==> src/rtl/pid_antiwindup_servo_mix_defines.svh <==
// ----------------------------------------------------------------------------
// pid_antiwindup_servo_mix assertion macros
// Concurrent assertion wrappers on the block clock and reset.
// ----------------------------------------------------------------------------
`ifndef PID_ANTIWINDUP_SERVO_MIX_DEFINES_SVH
`define PID_ANTIWINDUP_SERVO_MIX_DEFINES_SVH

`ifndef ASSERT_OFF

`define PIDAW_ASSERT_CLK(label, clk, rst_n, prop) \
    label: assert property (@(posedge clk) disable iff (!rst_n) (prop)) \
        else $error("pidaw assertion failed");

`define PIDAW_ASSERT(label, prop) \
    `PIDAW_ASSERT_CLK(label, aclk, aresetn, prop)

`else

`define PIDAW_ASSERT_CLK(label, clk, rst_n, prop)

`define PIDAW_ASSERT(label, prop)

`endif

`endif

==> src/rtl/pidaw_pkg.sv <==
// ----------------------------------------------------------------------------
// pidaw_pkg
// Shared constants, register map and configuration type of the PID block.
// ----------------------------------------------------------------------------
package pidaw_pkg;

    localparam int FRAC_BITS_DEFAULT = 8;

    localparam int MEAS_W   = 16;
    localparam int GAIN_W   = 16;
    localparam int LIMIT_W  = 31;
    localparam int DRIVE_W  = 32;
    localparam int SERVO_W  = 16;
    localparam int ADDR_W   = 5;
    localparam int APB_W    = 32;
    localparam int IDX_W    = 3;

    localparam int SERVO_CENTER  = 1500;
    localparam int DERIV_TRIGGER = -3;
    localparam int INTEG_TRIGGER = 75;
    localparam int INTEG_DROP    = 74;

    localparam logic [IDX_W-1:0] REG_TARGET = 3'd0;
    localparam logic [IDX_W-1:0] REG_GAIN_P = 3'd1;
    localparam logic [IDX_W-1:0] REG_GAIN_I = 3'd2;
    localparam logic [IDX_W-1:0] REG_GAIN_D = 3'd3;
    localparam logic [IDX_W-1:0] REG_LIMIT  = 3'd4;

    typedef struct packed {
        logic signed [MEAS_W-1:0] target_value;
        logic signed [GAIN_W-1:0] gain_p;
        logic signed [GAIN_W-1:0] gain_i;
        logic signed [GAIN_W-1:0] gain_d;
        logic [LIMIT_W-1:0]       integral_limit;
    } cfg_t;

endpackage

==> src/rtl/pidaw_apb_regs.sv <==
// ----------------------------------------------------------------------------
// pidaw_apb_regs
// APB register file holding setpoint, gains and integral bound.
// ----------------------------------------------------------------------------
module pidaw_apb_regs (
    input  logic                         aclk,
    input  logic                         aresetn,
    input  logic                         psel,
    input  logic                         penable,
    input  logic                         pwrite,
    input  logic [pidaw_pkg::ADDR_W-1:0] paddr,
    input  logic [pidaw_pkg::APB_W-1:0]  pwdata,
    output logic [pidaw_pkg::APB_W-1:0]  prdata,
    output pidaw_pkg::cfg_t              cfg
);

    pidaw_pkg::cfg_t cfg_reg;
    logic [pidaw_pkg::IDX_W-1:0] reg_idx;
    logic wr_en;

    assign reg_idx = paddr[pidaw_pkg::ADDR_W-1:2];
    assign wr_en   = psel & penable & pwrite;

    always_ff @(posedge aclk) begin
        if (!aresetn) begin
            cfg_reg <= '0;
        end else if (wr_en) begin
            case (reg_idx)
                pidaw_pkg::REG_TARGET: begin
                    cfg_reg.target_value <= pwdata[pidaw_pkg::MEAS_W-1:0];
                end
                pidaw_pkg::REG_GAIN_P: begin
                    cfg_reg.gain_p <= pwdata[pidaw_pkg::GAIN_W-1:0];
                end
                pidaw_pkg::REG_GAIN_I: begin
                    cfg_reg.gain_i <= pwdata[pidaw_pkg::GAIN_W-1:0];
                end
                pidaw_pkg::REG_GAIN_D: begin
                    cfg_reg.gain_d <= pwdata[pidaw_pkg::GAIN_W-1:0];
                end
                pidaw_pkg::REG_LIMIT: begin
                    cfg_reg.integral_limit <= pwdata[pidaw_pkg::LIMIT_W-1:0];
                end
                default: begin
                end
            endcase
        end
    end

    always_comb begin
        case (reg_idx)
            pidaw_pkg::REG_TARGET: prdata = {{(pidaw_pkg::APB_W-pidaw_pkg::MEAS_W)
                                               {cfg_reg.target_value[pidaw_pkg::MEAS_W-1]}},
                                             cfg_reg.target_value};
            pidaw_pkg::REG_GAIN_P: prdata = {{(pidaw_pkg::APB_W-pidaw_pkg::GAIN_W)
                                               {cfg_reg.gain_p[pidaw_pkg::GAIN_W-1]}},
                                             cfg_reg.gain_p};
            pidaw_pkg::REG_GAIN_I: prdata = {{(pidaw_pkg::APB_W-pidaw_pkg::GAIN_W)
                                               {cfg_reg.gain_i[pidaw_pkg::GAIN_W-1]}},
                                             cfg_reg.gain_i};
            pidaw_pkg::REG_GAIN_D: prdata = {{(pidaw_pkg::APB_W-pidaw_pkg::GAIN_W)
                                               {cfg_reg.gain_d[pidaw_pkg::GAIN_W-1]}},
                                             cfg_reg.gain_d};
            pidaw_pkg::REG_LIMIT:  prdata = {{(pidaw_pkg::APB_W-pidaw_pkg::LIMIT_W){1'b0}},
                                             cfg_reg.integral_limit};
            default:               prdata = '0;
        endcase
    end

    assign cfg = cfg_reg;

endmodule

==> src/rtl/pidaw_core.sv <==
// ----------------------------------------------------------------------------
// pidaw_core
// Four-stage PID datapath: input, products, integral and drive, servo mix.
// ----------------------------------------------------------------------------
`include "pid_antiwindup_servo_mix_defines.svh"

module pidaw_core #(
    parameter int FRAC_BITS = pidaw_pkg::FRAC_BITS_DEFAULT
) (
    input  logic                                 aclk,
    input  logic                                 aresetn,
    input  pidaw_pkg::cfg_t                      cfg,
    input  logic                                 s_valid,
    output logic                                 s_ready,
    input  logic signed [pidaw_pkg::MEAS_W-1:0]  s_meas,
    output logic                                 m_valid,
    input  logic                                 m_ready,
    output logic signed [pidaw_pkg::DRIVE_W-1:0] m_drive,
    output logic signed [pidaw_pkg::SERVO_W-1:0] m_servo_a,
    output logic signed [pidaw_pkg::SERVO_W-1:0] m_servo_b
);

    localparam int ERR_W  = pidaw_pkg::MEAS_W + 1;
    localparam int DIFF_W = ERR_W + 1;
    localparam int P_W    = pidaw_pkg::GAIN_W + ERR_W;
    localparam int D_W    = pidaw_pkg::GAIN_W + DIFF_W;
    localparam int ISUM_W = P_W + 1;
    localparam int SUM_W  = D_W + 2;
    localparam int SV_W   = pidaw_pkg::DRIVE_W + 2;

    localparam logic signed [pidaw_pkg::DRIVE_W-1:0] ONE_Q =
        pidaw_pkg::DRIVE_W'(2 ** FRAC_BITS);
    localparam logic signed [pidaw_pkg::DRIVE_W-1:0] I_TRIG_Q =
        pidaw_pkg::DRIVE_W'(pidaw_pkg::INTEG_TRIGGER * (2 ** FRAC_BITS));
    localparam logic signed [pidaw_pkg::DRIVE_W-1:0] DROP_Q =
        pidaw_pkg::DRIVE_W'(pidaw_pkg::INTEG_DROP * (2 ** FRAC_BITS));
    localparam logic signed [D_W-1:0] D_TRIG_Q =
        D_W'(pidaw_pkg::DERIV_TRIGGER * (2 ** FRAC_BITS));
    localparam logic signed [SV_W-1:0] CENTER_Q =
        SV_W'(pidaw_pkg::SERVO_CENTER * (2 ** FRAC_BITS));
    localparam logic signed [SV_W-1:0] ROUND_Q = SV_W'((2 ** FRAC_BITS) - 1);
    localparam logic signed [SV_W-1:0] SERVO_MAX = SV_W'(32767);
    localparam logic signed [SV_W-1:0] SERVO_MIN = -SV_W'(32768);
    localparam logic signed [SUM_W-1:0] DRIVE_MAX = SUM_W'(64'sh7fff_ffff);
    localparam logic signed [SUM_W-1:0] DRIVE_MIN = -SUM_W'(64'sh8000_0000);

    // pipeline control
    logic v_in_reg;
    logic v_prod_reg;
    logic v_drv_reg;
    logic m_valid_reg;
    logic adv_prod;
    logic adv_drv;
    logic adv_out;

    // payload
    logic signed [pidaw_pkg::MEAS_W-1:0]  meas_reg;
    logic signed [P_W-1:0]                p_reg;
    logic signed [P_W-1:0]                ie_reg;
    logic signed [D_W-1:0]                d_reg;
    logic signed [pidaw_pkg::DRIVE_W-1:0] drive_reg;
    logic signed [pidaw_pkg::DRIVE_W-1:0] drive_out_reg;
    logic signed [pidaw_pkg::SERVO_W-1:0] servo_a_reg;
    logic signed [pidaw_pkg::SERVO_W-1:0] servo_b_reg;

    // loop state
    logic signed [pidaw_pkg::DRIVE_W-1:0] integ_acc_reg;
    logic signed [pidaw_pkg::DRIVE_W-1:0] integ_acc_next;
    logic signed [ERR_W-1:0]              prev_err_reg;

    logic signed [ERR_W-1:0]              err_val;
    logic signed [DIFF_W-1:0]             diff_val;
    logic signed [ISUM_W-1:0]             integ_sum;
    logic signed [ISUM_W-1:0]             lim_pos;
    logic signed [ISUM_W-1:0]             lim_neg;
    logic signed [pidaw_pkg::DRIVE_W-1:0] integ_clamp;
    logic                                 dec_hit;
    logic signed [SUM_W-1:0]              drive_sum;
    logic signed [pidaw_pkg::DRIVE_W-1:0] drive_next;
    logic signed [SV_W-1:0]               sa_sum;
    logic signed [SV_W-1:0]               sb_sum;

    function automatic logic signed [pidaw_pkg::SERVO_W-1:0] servo_sat(
        input logic signed [SV_W-1:0] v
    );
        logic signed [SV_W-1:0] adj;
        logic signed [SV_W-1:0] q;
        // truncate toward zero
        adj = v[SV_W-1] ? v + ROUND_Q : v;
        q   = adj >>> FRAC_BITS;
        if (q > SERVO_MAX) begin
            return SERVO_MAX[pidaw_pkg::SERVO_W-1:0];
        end else if (q < SERVO_MIN) begin
            return SERVO_MIN[pidaw_pkg::SERVO_W-1:0];
        end else begin
            return q[pidaw_pkg::SERVO_W-1:0];
        end
    endfunction

    assign adv_out  = v_drv_reg & (~m_valid_reg | m_ready);
    assign adv_drv  = v_prod_reg & (~v_drv_reg | adv_out);
    assign adv_prod = v_in_reg & (~v_prod_reg | adv_drv);
    assign s_ready  = ~v_in_reg | adv_prod;

    // stage 1: error and products
    always_comb begin
        err_val  = ERR_W'(meas_reg) - ERR_W'(cfg.target_value);
        diff_val = DIFF_W'(err_val) - DIFF_W'(prev_err_reg);
    end

    // stage 2: integral clamp, decrement rule, drive sum
    always_comb begin
        integ_sum = ISUM_W'(integ_acc_reg) + ISUM_W'(ie_reg);
        lim_pos   = $signed({{(ISUM_W-pidaw_pkg::LIMIT_W){1'b0}}, cfg.integral_limit});
        lim_neg   = -lim_pos;
        if (integ_sum > lim_pos) begin
            integ_clamp = lim_pos[pidaw_pkg::DRIVE_W-1:0];
        end else if (integ_sum < lim_neg) begin
            integ_clamp = lim_neg[pidaw_pkg::DRIVE_W-1:0];
        end else begin
            integ_clamp = integ_sum[pidaw_pkg::DRIVE_W-1:0];
        end
        dec_hit        = (d_reg < D_TRIG_Q) && (integ_clamp > I_TRIG_Q);
        integ_acc_next = dec_hit ? integ_clamp - DROP_Q : integ_clamp;
        drive_sum      = SUM_W'(p_reg) + SUM_W'(integ_acc_next) + SUM_W'(d_reg);
        if (drive_sum > DRIVE_MAX) begin
            drive_next = DRIVE_MAX[pidaw_pkg::DRIVE_W-1:0];
        end else if (drive_sum < DRIVE_MIN) begin
            drive_next = DRIVE_MIN[pidaw_pkg::DRIVE_W-1:0];
        end else begin
            drive_next = drive_sum[pidaw_pkg::DRIVE_W-1:0];
        end
    end

    // stage 3: servo mix
    always_comb begin
        sa_sum = CENTER_Q + SV_W'(drive_reg);
        sb_sum = CENTER_Q - SV_W'(drive_reg);
    end

    always_ff @(posedge aclk) begin
        if (!aresetn) begin
            v_in_reg      <= 1'b0;
            v_prod_reg    <= 1'b0;
            v_drv_reg     <= 1'b0;
            m_valid_reg   <= 1'b0;
            integ_acc_reg <= '0;
            prev_err_reg  <= '0;
        end else begin
            if (s_valid && s_ready) begin
                v_in_reg <= 1'b1;
            end else if (adv_prod) begin
                v_in_reg <= 1'b0;
            end
            if (adv_prod) begin
                v_prod_reg   <= 1'b1;
                prev_err_reg <= err_val;
            end else if (adv_drv) begin
                v_prod_reg <= 1'b0;
            end
            if (adv_drv) begin
                v_drv_reg     <= 1'b1;
                integ_acc_reg <= integ_acc_next;
            end else if (adv_out) begin
                v_drv_reg <= 1'b0;
            end
            if (adv_out) begin
                m_valid_reg <= 1'b1;
            end else if (m_ready) begin
                m_valid_reg <= 1'b0;
            end
        end
    end

    always_ff @(posedge aclk) begin
        if (s_valid && s_ready) begin
            meas_reg <= s_meas;
        end
        if (adv_prod) begin
            p_reg  <= P_W'(cfg.gain_p) * P_W'(err_val);
            ie_reg <= P_W'(cfg.gain_i) * P_W'(err_val);
            d_reg  <= D_W'(cfg.gain_d) * D_W'(diff_val);
        end
        if (adv_drv) begin
            drive_reg <= drive_next;
        end
        if (adv_out) begin
            drive_out_reg <= drive_reg;
            servo_a_reg   <= servo_sat(sa_sum);
            servo_b_reg   <= servo_sat(sb_sum);
        end
    end

    assign m_valid   = m_valid_reg;
    assign m_drive   = drive_out_reg;
    assign m_servo_a = servo_a_reg;
    assign m_servo_b = servo_b_reg;

    `PIDAW_ASSERT(a_accept_fills_input, s_valid && s_ready |=> v_in_reg)
    `PIDAW_ASSERT(a_prev_err_tracks, adv_prod |=> prev_err_reg == $past(err_val))
    `PIDAW_ASSERT(a_decrement_floor, adv_drv && dec_hit |=> integ_acc_reg > ONE_Q)
    `PIDAW_ASSERT(a_out_fills, adv_out |=> m_valid_reg)

endmodule

==> src/rtl/pid_antiwindup_servo_mix.sv <==
// ----------------------------------------------------------------------------
// pid_antiwindup_servo_mix
// PID controller with clamped integral and a two-servo output mix.
// ----------------------------------------------------------------------------
// Each item is one measurement; the block returns one item holding the
// saturated PID drive (signed Q.FRAC_BITS) and the two servo commands
// 1500 + drive and 1500 - drive as truncated, saturated integers. It takes
// one item per clock unless the output stalls, and its result item passes
// through the input register, the gain products, the integral update and
// drive sum, and the servo mix before it is presented.
// A held m_tready stalls the stages back to the input.
// The integral accumulator closes its loop inside the drive stage, which
// is what allows back-to-back items. Gains, setpoint and the integral bound
// are APB registers at 0x00, 0x04, 0x08, 0x0C and 0x10 and should be
// written while no item is in flight.
// ----------------------------------------------------------------------------
module pid_antiwindup_servo_mix #(
    parameter int FRAC_BITS = pidaw_pkg::FRAC_BITS_DEFAULT
) (
    input  logic                         aclk,
    input  logic                         aresetn,
    // apb
    input  logic                         psel,
    input  logic                         penable,
    input  logic                         pwrite,
    input  logic [pidaw_pkg::ADDR_W-1:0] paddr,
    input  logic [pidaw_pkg::APB_W-1:0]  pwdata,
    output logic [pidaw_pkg::APB_W-1:0]  prdata,
    output logic                         pready,
    // input stream
    input  logic                         s_tvalid,
    output logic                         s_tready,
    input  logic [15:0]                  s_tdata,   // measurement[15:0]
    // result stream
    output logic                         m_tvalid,
    input  logic                         m_tready,
    output logic [63:0]                  m_tdata    // drive_value[31:0], servo_a[47:32],
                                                    // servo_b[63:48]
);

    pidaw_pkg::cfg_t cfg;
    logic signed [pidaw_pkg::DRIVE_W-1:0] drive;
    logic signed [pidaw_pkg::SERVO_W-1:0] servo_a;
    logic signed [pidaw_pkg::SERVO_W-1:0] servo_b;

    assign pready = 1'b1;

    pidaw_apb_regs u_regs (
        .aclk    (aclk),
        .aresetn (aresetn),
        .psel    (psel),
        .penable (penable),
        .pwrite  (pwrite),
        .paddr   (paddr),
        .pwdata  (pwdata),
        .prdata  (prdata),
        .cfg     (cfg)
    );

    pidaw_core #(
        .FRAC_BITS (FRAC_BITS)
    ) u_core (
        .aclk      (aclk),
        .aresetn   (aresetn),
        .cfg       (cfg),
        .s_valid   (s_tvalid),
        .s_ready   (s_tready),
        .s_meas    ($signed(s_tdata)),
        .m_valid   (m_tvalid),
        .m_ready   (m_tready),
        .m_drive   (drive),
        .m_servo_a (servo_a),
        .m_servo_b (servo_b)
    );

    assign m_tdata = {servo_b, servo_a, drive};

endmodule
==> config.mk <==
export PLATFORM = sky130hd
export DESIGN_NAME = pid_antiwindup_servo_mix
export DESIGN_NICKNAME = d
export VERILOG_FILES = /design/src/rtl/pidaw_pkg.sv /design/src/rtl/pidaw_apb_regs.sv /design/src/rtl/pidaw_core.sv /design/src/rtl/pid_antiwindup_servo_mix.sv
export VERILOG_INCLUDE_DIRS = /design/src /design/src/rtl
export SDC_FILE = /design/constraint.sdc
export NUM_CORES = 2
export LEC_CHECK = 0
export ABC_CLOCK_PERIOD_IN_PS = 20200
export CAP_MARGIN = 20
export CORE_ASPECT_RATIO = 0.5
export CORE_UTILIZATION = 70
export DETAILED_ROUTE_END_ITERATION = 8
export DONT_BUFFER_PORTS = 1
export PLACE_DENSITY = 0.85
export SLEW_MARGIN = 20
export SYNTH_ARGS = -nofsm -noshare
export SYNTH_HDL_FRONTEND = slang
export SYNTH_HIERARCHICAL = 1
export SYNTH_SLANG_ARGS = --single-unit
export TNS_END_PERCENT = 1
==> constraint.sdc <==
create_clock -name aclk -period 20.2 [get_ports aclk]
set_input_delay 1.01 -clock aclk [delete_from_list [all_inputs] [get_ports aclk]]
set_output_delay 1.01 -clock aclk [all_outputs]
set_load 0.1 [all_outputs]
Word-level counts from Yosys, hierarchy flattened
Cells that the tools add are included.
- register bits after elaboration: 360
- output and inout bits: 99
- logic and storage cells: 89
- add/subtract/negate cells: 11
- multipliers: 3
- order comparisons: 10
- equality and inequality tests: 4
- muxes and demuxes: 17
- bitwise operators: 13
- reduce and logical (&&, ||, !) cells: 12
- operator list (kind ; number):
    $pmux W32 S5 ; 1
    $mux W32 ; 4
    $add A34 B9 Y34 const B ; 2
    $mux W34 ; 2
    $mul A16 B17 Y33 ; 2
    $gt A26 B16 Y1 const B ; 2
    $lt A26 B16 Y1 const B ; 2
    $gt A36 B32 Y1 const B ; 1
    $lt A36 B32 Y1 const B ; 1
    $add A34 B34 Y35 ; 1
    $add A32 B33 Y34 ; 1
    $add A33 B32 Y34 ; 1
    $gt A34 B32 Y1 ; 1
    $lt A34 B11 Y1 const B ; 1
    $lt A34 B34 Y1 ; 1
    $mul A16 B18 Y34 ; 1
    $neg A31 Y34 ; 1
    $add A20 B32 Y33 const A ; 1
    $sub A20 B32 Y33 const A ; 1
    $gt A32 B16 Y1 const B ; 1
    $mux W16 ; 2
    $sub A32 B16 Y32 const B ; 1
    $sub A17 B17 Y18 ; 1
    $sub A16 B16 Y17 ; 1
    other kinds (11) ; 37

Logic depth before layout (Yosys ltp)
- depth in word-level cells: 11
- depth in mapped cells: 48
- gate-level depth less buffers: 45

Cells and area by module
Netlist, hierarchy kept.
- modules (own cells, without submodules) (module ; times used ; cells an instance ; area an instance (um^2) ; sequential area each (um^2)):
    pidaw_core ; 1 ; 5791 ; 52545.4 ; 7427.1
    pidaw_apb_regs ; 1 ; 446 ; 4322.9 ; 1901.8
    pid_antiwindup_servo_mix ; 1 ; 2 ; 11.3 ; 0.0

Worst setup path after synthesis
OpenSTA, ideal clock, no wires.
- path kind: register to register
- start point: register u_core/meas_reg[0] (netlist bit)
- end point: register u_core.d_reg[32], data pin
- data arrival time: 10.015 ns
- required time: 19.934 ns
- setup slack: 9.920 ns
- cell stages (with the launch flop): 48
- buffers on the path: 4
- period minus slack after synthesis: 10.280 ns
- path through: edfxtp_1 -> inv_1 -> ha_1 -> inv_1 -> fa_1 -> a21o_1 -> a21oi_1 -> o21ai_0 -> a21oi_1 -> o21ai_0 -> a21oi_1 -> o21ai_0 -> a21oi_1 -> o21ai_0 -> a21oi_1 -> o21bai_1 -> a21oi_1 -> nand2b_1 -> (+12 left out) -> fa_1 -> inv_1 -> fa_1 -> fa_1 -> fa_1 -> inv_1 -> fa_1 -> ha_1 -> a21oi_1 -> o21ai_0 -> a211o_1 -> a31oi_1 -> nand2_1 -> a31oi_1 -> nor2b_1 -> o21a_1 -> o41ai_1 -> xnor2_1
- cells in the longest elaborated chain, start to end: 3
- ends and longest elaborated chain (what ; line ; source):
    start: declaration ; pidaw_core.sv:57 ; logic signed [pidaw_pkg::MEAS_W-1:0] meas_reg;
    start signal: assignment ; pidaw_core.sv:177 ; meas_reg <= s_meas;
    $sub A16 B16 Y17 ; pidaw_core.sv:107 ; err_val = ERR_W'(meas_reg) - ERR_W'(cfg.target_value);
    via u_core.err_val[16] ; pidaw_core.sv:71 ; logic signed [ERR_W-1:0] err_val;
    $sub A17 B17 Y18 ; pidaw_core.sv:108 ; diff_val = DIFF_W'(err_val) - DIFF_W'(prev_err_reg);
    $mul A16 B18 Y34 ; pidaw_core.sv:182 ; d_reg <= D_W'(cfg.gain_d) * D_W'(diff_val);
    end signal: assignment ; pidaw_core.sv:182 ;
    end: declaration ; pidaw_core.sv:60 ; logic signed [D_W-1:0] d_reg;
The timed path passes the listed nets, and every way through them passes these cells.
A chain may end at the register's enable or synchronous reset.

Worst setup path after layout
- start point: register u_core.ie_reg[17]
- end point: register u_core/drive_reg[11] (netlist bit), data pin
- cells in the longest elaborated chain, start to end: 11
- ends and longest elaborated chain (what ; line ; source):
    start: declaration ; pidaw_core.sv:59 ; logic signed [P_W-1:0] ie_reg;
    start signal: assignment ; pidaw_core.sv:181 ; ie_reg <= P_W'(cfg.gain_i) * P_W'(err_val);
    $add A32 B33 Y34 * ; pidaw_core.sv:113 ; integ_sum = ISUM_W'(integ_acc_reg) + ISUM_W'(ie_reg);
    $lt A34 B34 Y1 ; pidaw_core.sv:118 ; end else if (integ_sum < lim_neg) begin
    $mux W32 ; pidaw_core.sv:118 ;
    $mux W32 * ; pidaw_core.sv:116 ; if (integ_sum > lim_pos) begin
    $gt A32 B16 Y1 ; pidaw_core.sv:123 ; dec_hit = (d_reg < D_TRIG_Q) && (integ_clamp > I_TRIG_Q);
    $logic_and A1 B1 Y1 ; pidaw_core.sv:123 ;
    $mux W32 * ; pidaw_core.sv:124 ; integ_acc_next = dec_hit ? integ_clamp - DROP_Q : integ_clamp;
    via u_core.integ_acc_next, one bit ; pidaw_core.sv:68 ; logic signed [pidaw_pkg::DRIVE_W-1:0] integ_acc_next;
    $add A33 B32 Y34 * ; pidaw_core.sv:125 ; drive_sum = SUM_W'(p_reg) + SUM_W'(integ_acc_next) + SUM_W'(d_reg);
    $add A34 B34 Y35 * ; pidaw_core.sv:125 ;
    $lt A36 B32 Y1 ; pidaw_core.sv:128 ; end else if (drive_sum < DRIVE_MIN) begin
    $mux W32 ; pidaw_core.sv:128 ;
    end signal: assignment ; pidaw_core.sv:185 ; drive_reg <= drive_next;
    end: declaration ; pidaw_core.sv:61 ; logic signed [pidaw_pkg::DRIVE_W-1:0] drive_reg;
Mark *: on every way through the listed nets, which the timed path passes. The rest lies on a longest branch.

==> run_results.csv <==
group,metric,value,unit
clocking,clock-sinks,360,
yosys,synthTopCellsByCount,"inv_1 (1008), fa_1 (880), nand2_1 (767)",
placed_design,port_buffers,0,
clocking,cts_hold_buf,0,
sta,layout_min_cycle_time,13.24,ns
clocking,clk_latency,0.59,ns
global_routing,grt_max_degree,150,
sta,hold_ws,0.4596,ns
yosys,synth_area_leaders,"fa_1 (31%), edfxtp_1 (11%), ha_1 (9.3%)",
cells_and_area,fillers,5544,
placed_design,dpl.hpwl,124000,µm
global_routing,top_usage_layer,"met2",
worst_setup_path,setup.worst_path.start,"u_core/ie_reg[17]",
placed_design,gp_congestion,0.9733,
run_status,run_status,"finished, final reports clean",
cells_and_area,multi_input_area,0.04280,mm²
clocking,cts-root-buf,"clkbuf_16",
sta,fin_setup_tns,0,ns
route,drt-vias-per-instance,6.235,
yosys,syn-mean-instance-area,9.117,µm²
worst_setup_path,cp_slowest_cell,"nor4_2",
power,p_sw,1.522,mW
global_routing,grtUsageMet1,51.13,%
power,finalPower,3.390,mW
global_routing,overflow,0,
yosys,synth_seq_area_share,16.40,%
clocking,cts_max_path_buffers,3,
yosys,synth-edff-count,212,
floorplan,die_w,405.1,µm
route,postRouteWirelength,158400,µm
worst_setup_path,crit_type,"flip-flop to flip-flop",
cells_and_area,final-seq-area,0.009329,mm²
floorplan,ios,159,
yosys,syn_area,0.05688,mm²
sta,max_clock_freq,75.52,MHz
power,peakVddDrop,0.00007083,V
yosys,synth_compound_area_share,10.08,%
yosys,synthMostInstantiatedCell,"inv_1",
yosys,synth_fa_ha_area_share,40.28,%
sta,rsz0062_at_grt,"false",
yosys,yosys_warnings,6,
worst_hold_path,hold_class,"flip-flop to flip-flop",
sta,finalMaxSlewViolations,0,
worst_setup_path,cp-end-kind,"flip-flop",
power,power.share.combinational,49.0,%
worst_setup_path,path_common_cell,"a21oi_1",
clocking,numCtsBuffers,38,
power,powerDensity,57.34,mW/mm²
route,wl_per_cell,22.07,µm
yosys,synth_ff_type,"edfxtp_1",
yosys,async_flop_share,0,%
placed_design,dp.cells,7107,
power,cellLeakagePower,25.07,nW
clocking,post_cts_resized,0,
worst_setup_path,r2r_start,"u_core/ie_reg[17]",
global_routing,grt_pass1_vias,46000,
sta,slew_headroom,17.31,%
yosys,synth_top_area_cell,"fa_1",
route,first_pass_iters,8,
route,drc,0,
worst_setup_path,path_max_fanout,22,
route,vias,44753,
sta,finalCritPeriodShare,65.55,%
clocking,post_cts_buffers,0,
clocking,cts_max_level,2,
cells_and_area,nNetsFinal,7423,
yosys,synthMuxAreaShare,2.714,%
floorplan,core-area,0.07992,mm²
yosys,ys_ff_latch,360,
route,ant_nets,0,
global_routing,antenna_found_initial,7,
cells_and_area,stdcell_count,7178,
floorplan,num_rows,73,
cells_and_area,largest_register_ffs,95,
yosys,synth-simple-area-share,17.18,%
cells_and_area,drive_above_1_share,4.433,%
worst_setup_path,critical_path_arrival,13.66,ns
sta,skew,0.02143,ns
floorplan,start_util,71.17,%
yosys,yosys.area.top_type_share,30.97,%
sta,setup_viol,0,
power,switching_share,44.89,%
worst_setup_path,slowest_delay,0.70,ns
yosys,synth_nets,7602,
floorplan,dieArea,0.08247,mm²
floorplan,die_h,203.6,µm
worst_hold_path,hold_path.startpoint,"u_core/prev_err_reg[4]",
yosys,synth_cells,6239,
power,internal_power,1.868,mW
route,drtIter0Drc,4370,
power,clkPwrFrac,22.3,%
sta,hold_viol,0,
power,seqPwrFrac,28.7,%
worst_setup_path,cp_num_buf_inv,1,
job,cap_violations,0,
cells_and_area,synthToLayoutAreaGrowth,3.942,%
global_routing,grt_pass1_wl,249800,µm
clocking,path_clk_slew,0.07,ns
global_routing,grt_use_met2,60.60,%
yosys,synth_top_family_by_area,"adder cells",
clocking,cts_tree,"yes",
worst_setup_path,crit_required,20.62,ns
yosys,synth_xor_area_share,4.540,%
worst_setup_path,crit_family,"compound AO/OA/AOI/OAI gates",
yosys,synth_cell_types,116,
worst_setup_path,crit_path_start_kind,"flip-flop",
sta,worst_pin_slew,1.231,ns
global_routing,met3_usage,12.85,%
global_routing,grt_usage,39.18,%
## metrics by stage
step	util [%]	setup slack [ns]	cell area, µm²
4_1_cts	73.91	6.969	59070
5_1_grt	73.98	6.170	59120
3_3_place_gp	72.27	7.427	57760
3_5_place_dp	72.27	7.051	57760
6_report	73.98	6.959	59120
2_1_floorplan	-	9.920	56880
## area by class of cell
type                            count  share of cell area (%)
Clock buffer                       44                   1.699
Sequential cell                   360                   15.78
Clock inverter                     26                  0.5164
Inverter                         1013                   6.436
Multi-Input combinational cell   4581                   72.39
Tap cell                         1087                   2.300
Antenna cell                        1                0.004233
Timing Repair Buffer               66                  0.8719
## logic make-up (layout without fill, tap and decap cells)
logic type	count (synthesis)	count (layout)
adders and majority gates	1303	1303
other	1	2
and+or+nand+nor	1970	1970
AOI/OAI and AO/OA	863	863
muxes	150	150
xor gates and xnor gates	294	294
DFF	360	360
buffers and inverters	1298	1149
## power by group through the flow
stage          combinational (mW)  clock, mW  sequential, mW
2_1_floorplan                1.21          0           0.939
6_report                     1.66      0.754           0.973
5_1_grt                      1.80      0.785           0.980
4_1_cts                      1.61      0.758           0.971
3_3_place_gp                 1.53          0           0.984
3_5_place_dp                 1.59          0           0.987
## worst paths after layout
path	to	slack, ns	cells after the start
hold / removal	u_core/prev_err_reg[4]	0.46	2
hold reg to reg	u_core/prev_err_reg[4]	0.46	2
setup / recovery	u_core/drive_reg[11]	6.96	40
setup reg to reg	u_core/drive_reg[11]	6.96	40
## metal layers
| metal | share of wire [%] | vias to the layer above |
|---|---|---|
| met3 | 12 | 448 |
| li1 | - | 19808 |
| met2 | 44 | 2339 |
| met4 | 4.2 | 8 |
| met1 | 39 | 22150 |
| met5 | 0.031 | - |
## placed cells by master, fill, tap and decap left out, drive strengths merged, types with 30 or more instances in the layout
cell / synthesis / final
nand4: 38 / 38
edfxtp: 212 / 212
nor2b: 82 / 82
nor2: 264 / 264
nand2: 767 / 767
a21oi: 261 / 261
a22oi: 30 / 30
ha: 423 / 423
clkbuf: 228 / 44
o21ai: 165 / 165
buf: 57 / 66
or3: 37 / 37
inv: 1009 / 1019
nand3: 120 / 120
nor3: 87 / 87
dfxtp: 148 / 148
xor2: 85 / 85
mux2i: 125 / 125
and3: 54 / 54
fa: 880 / 880
nand2b: 88 / 88
and2: 319 / 319
a21o: 89 / 89
xnor2: 209 / 209
## worst register-to-register path: cells and delay by family (launching register included)
kind / cells / cell delay (ns)
buf+inv: 1 / 0.33
compound gates: 18 / 4.65
fa+ha+maj: 4 / 1.64
mux: 1 / 0.71
xor+xnor: 2 / 1.05
flops: 1 / 0.39
simple gates: 14 / 4.29
No activity file was read; power rests on OpenSTA's default activity.
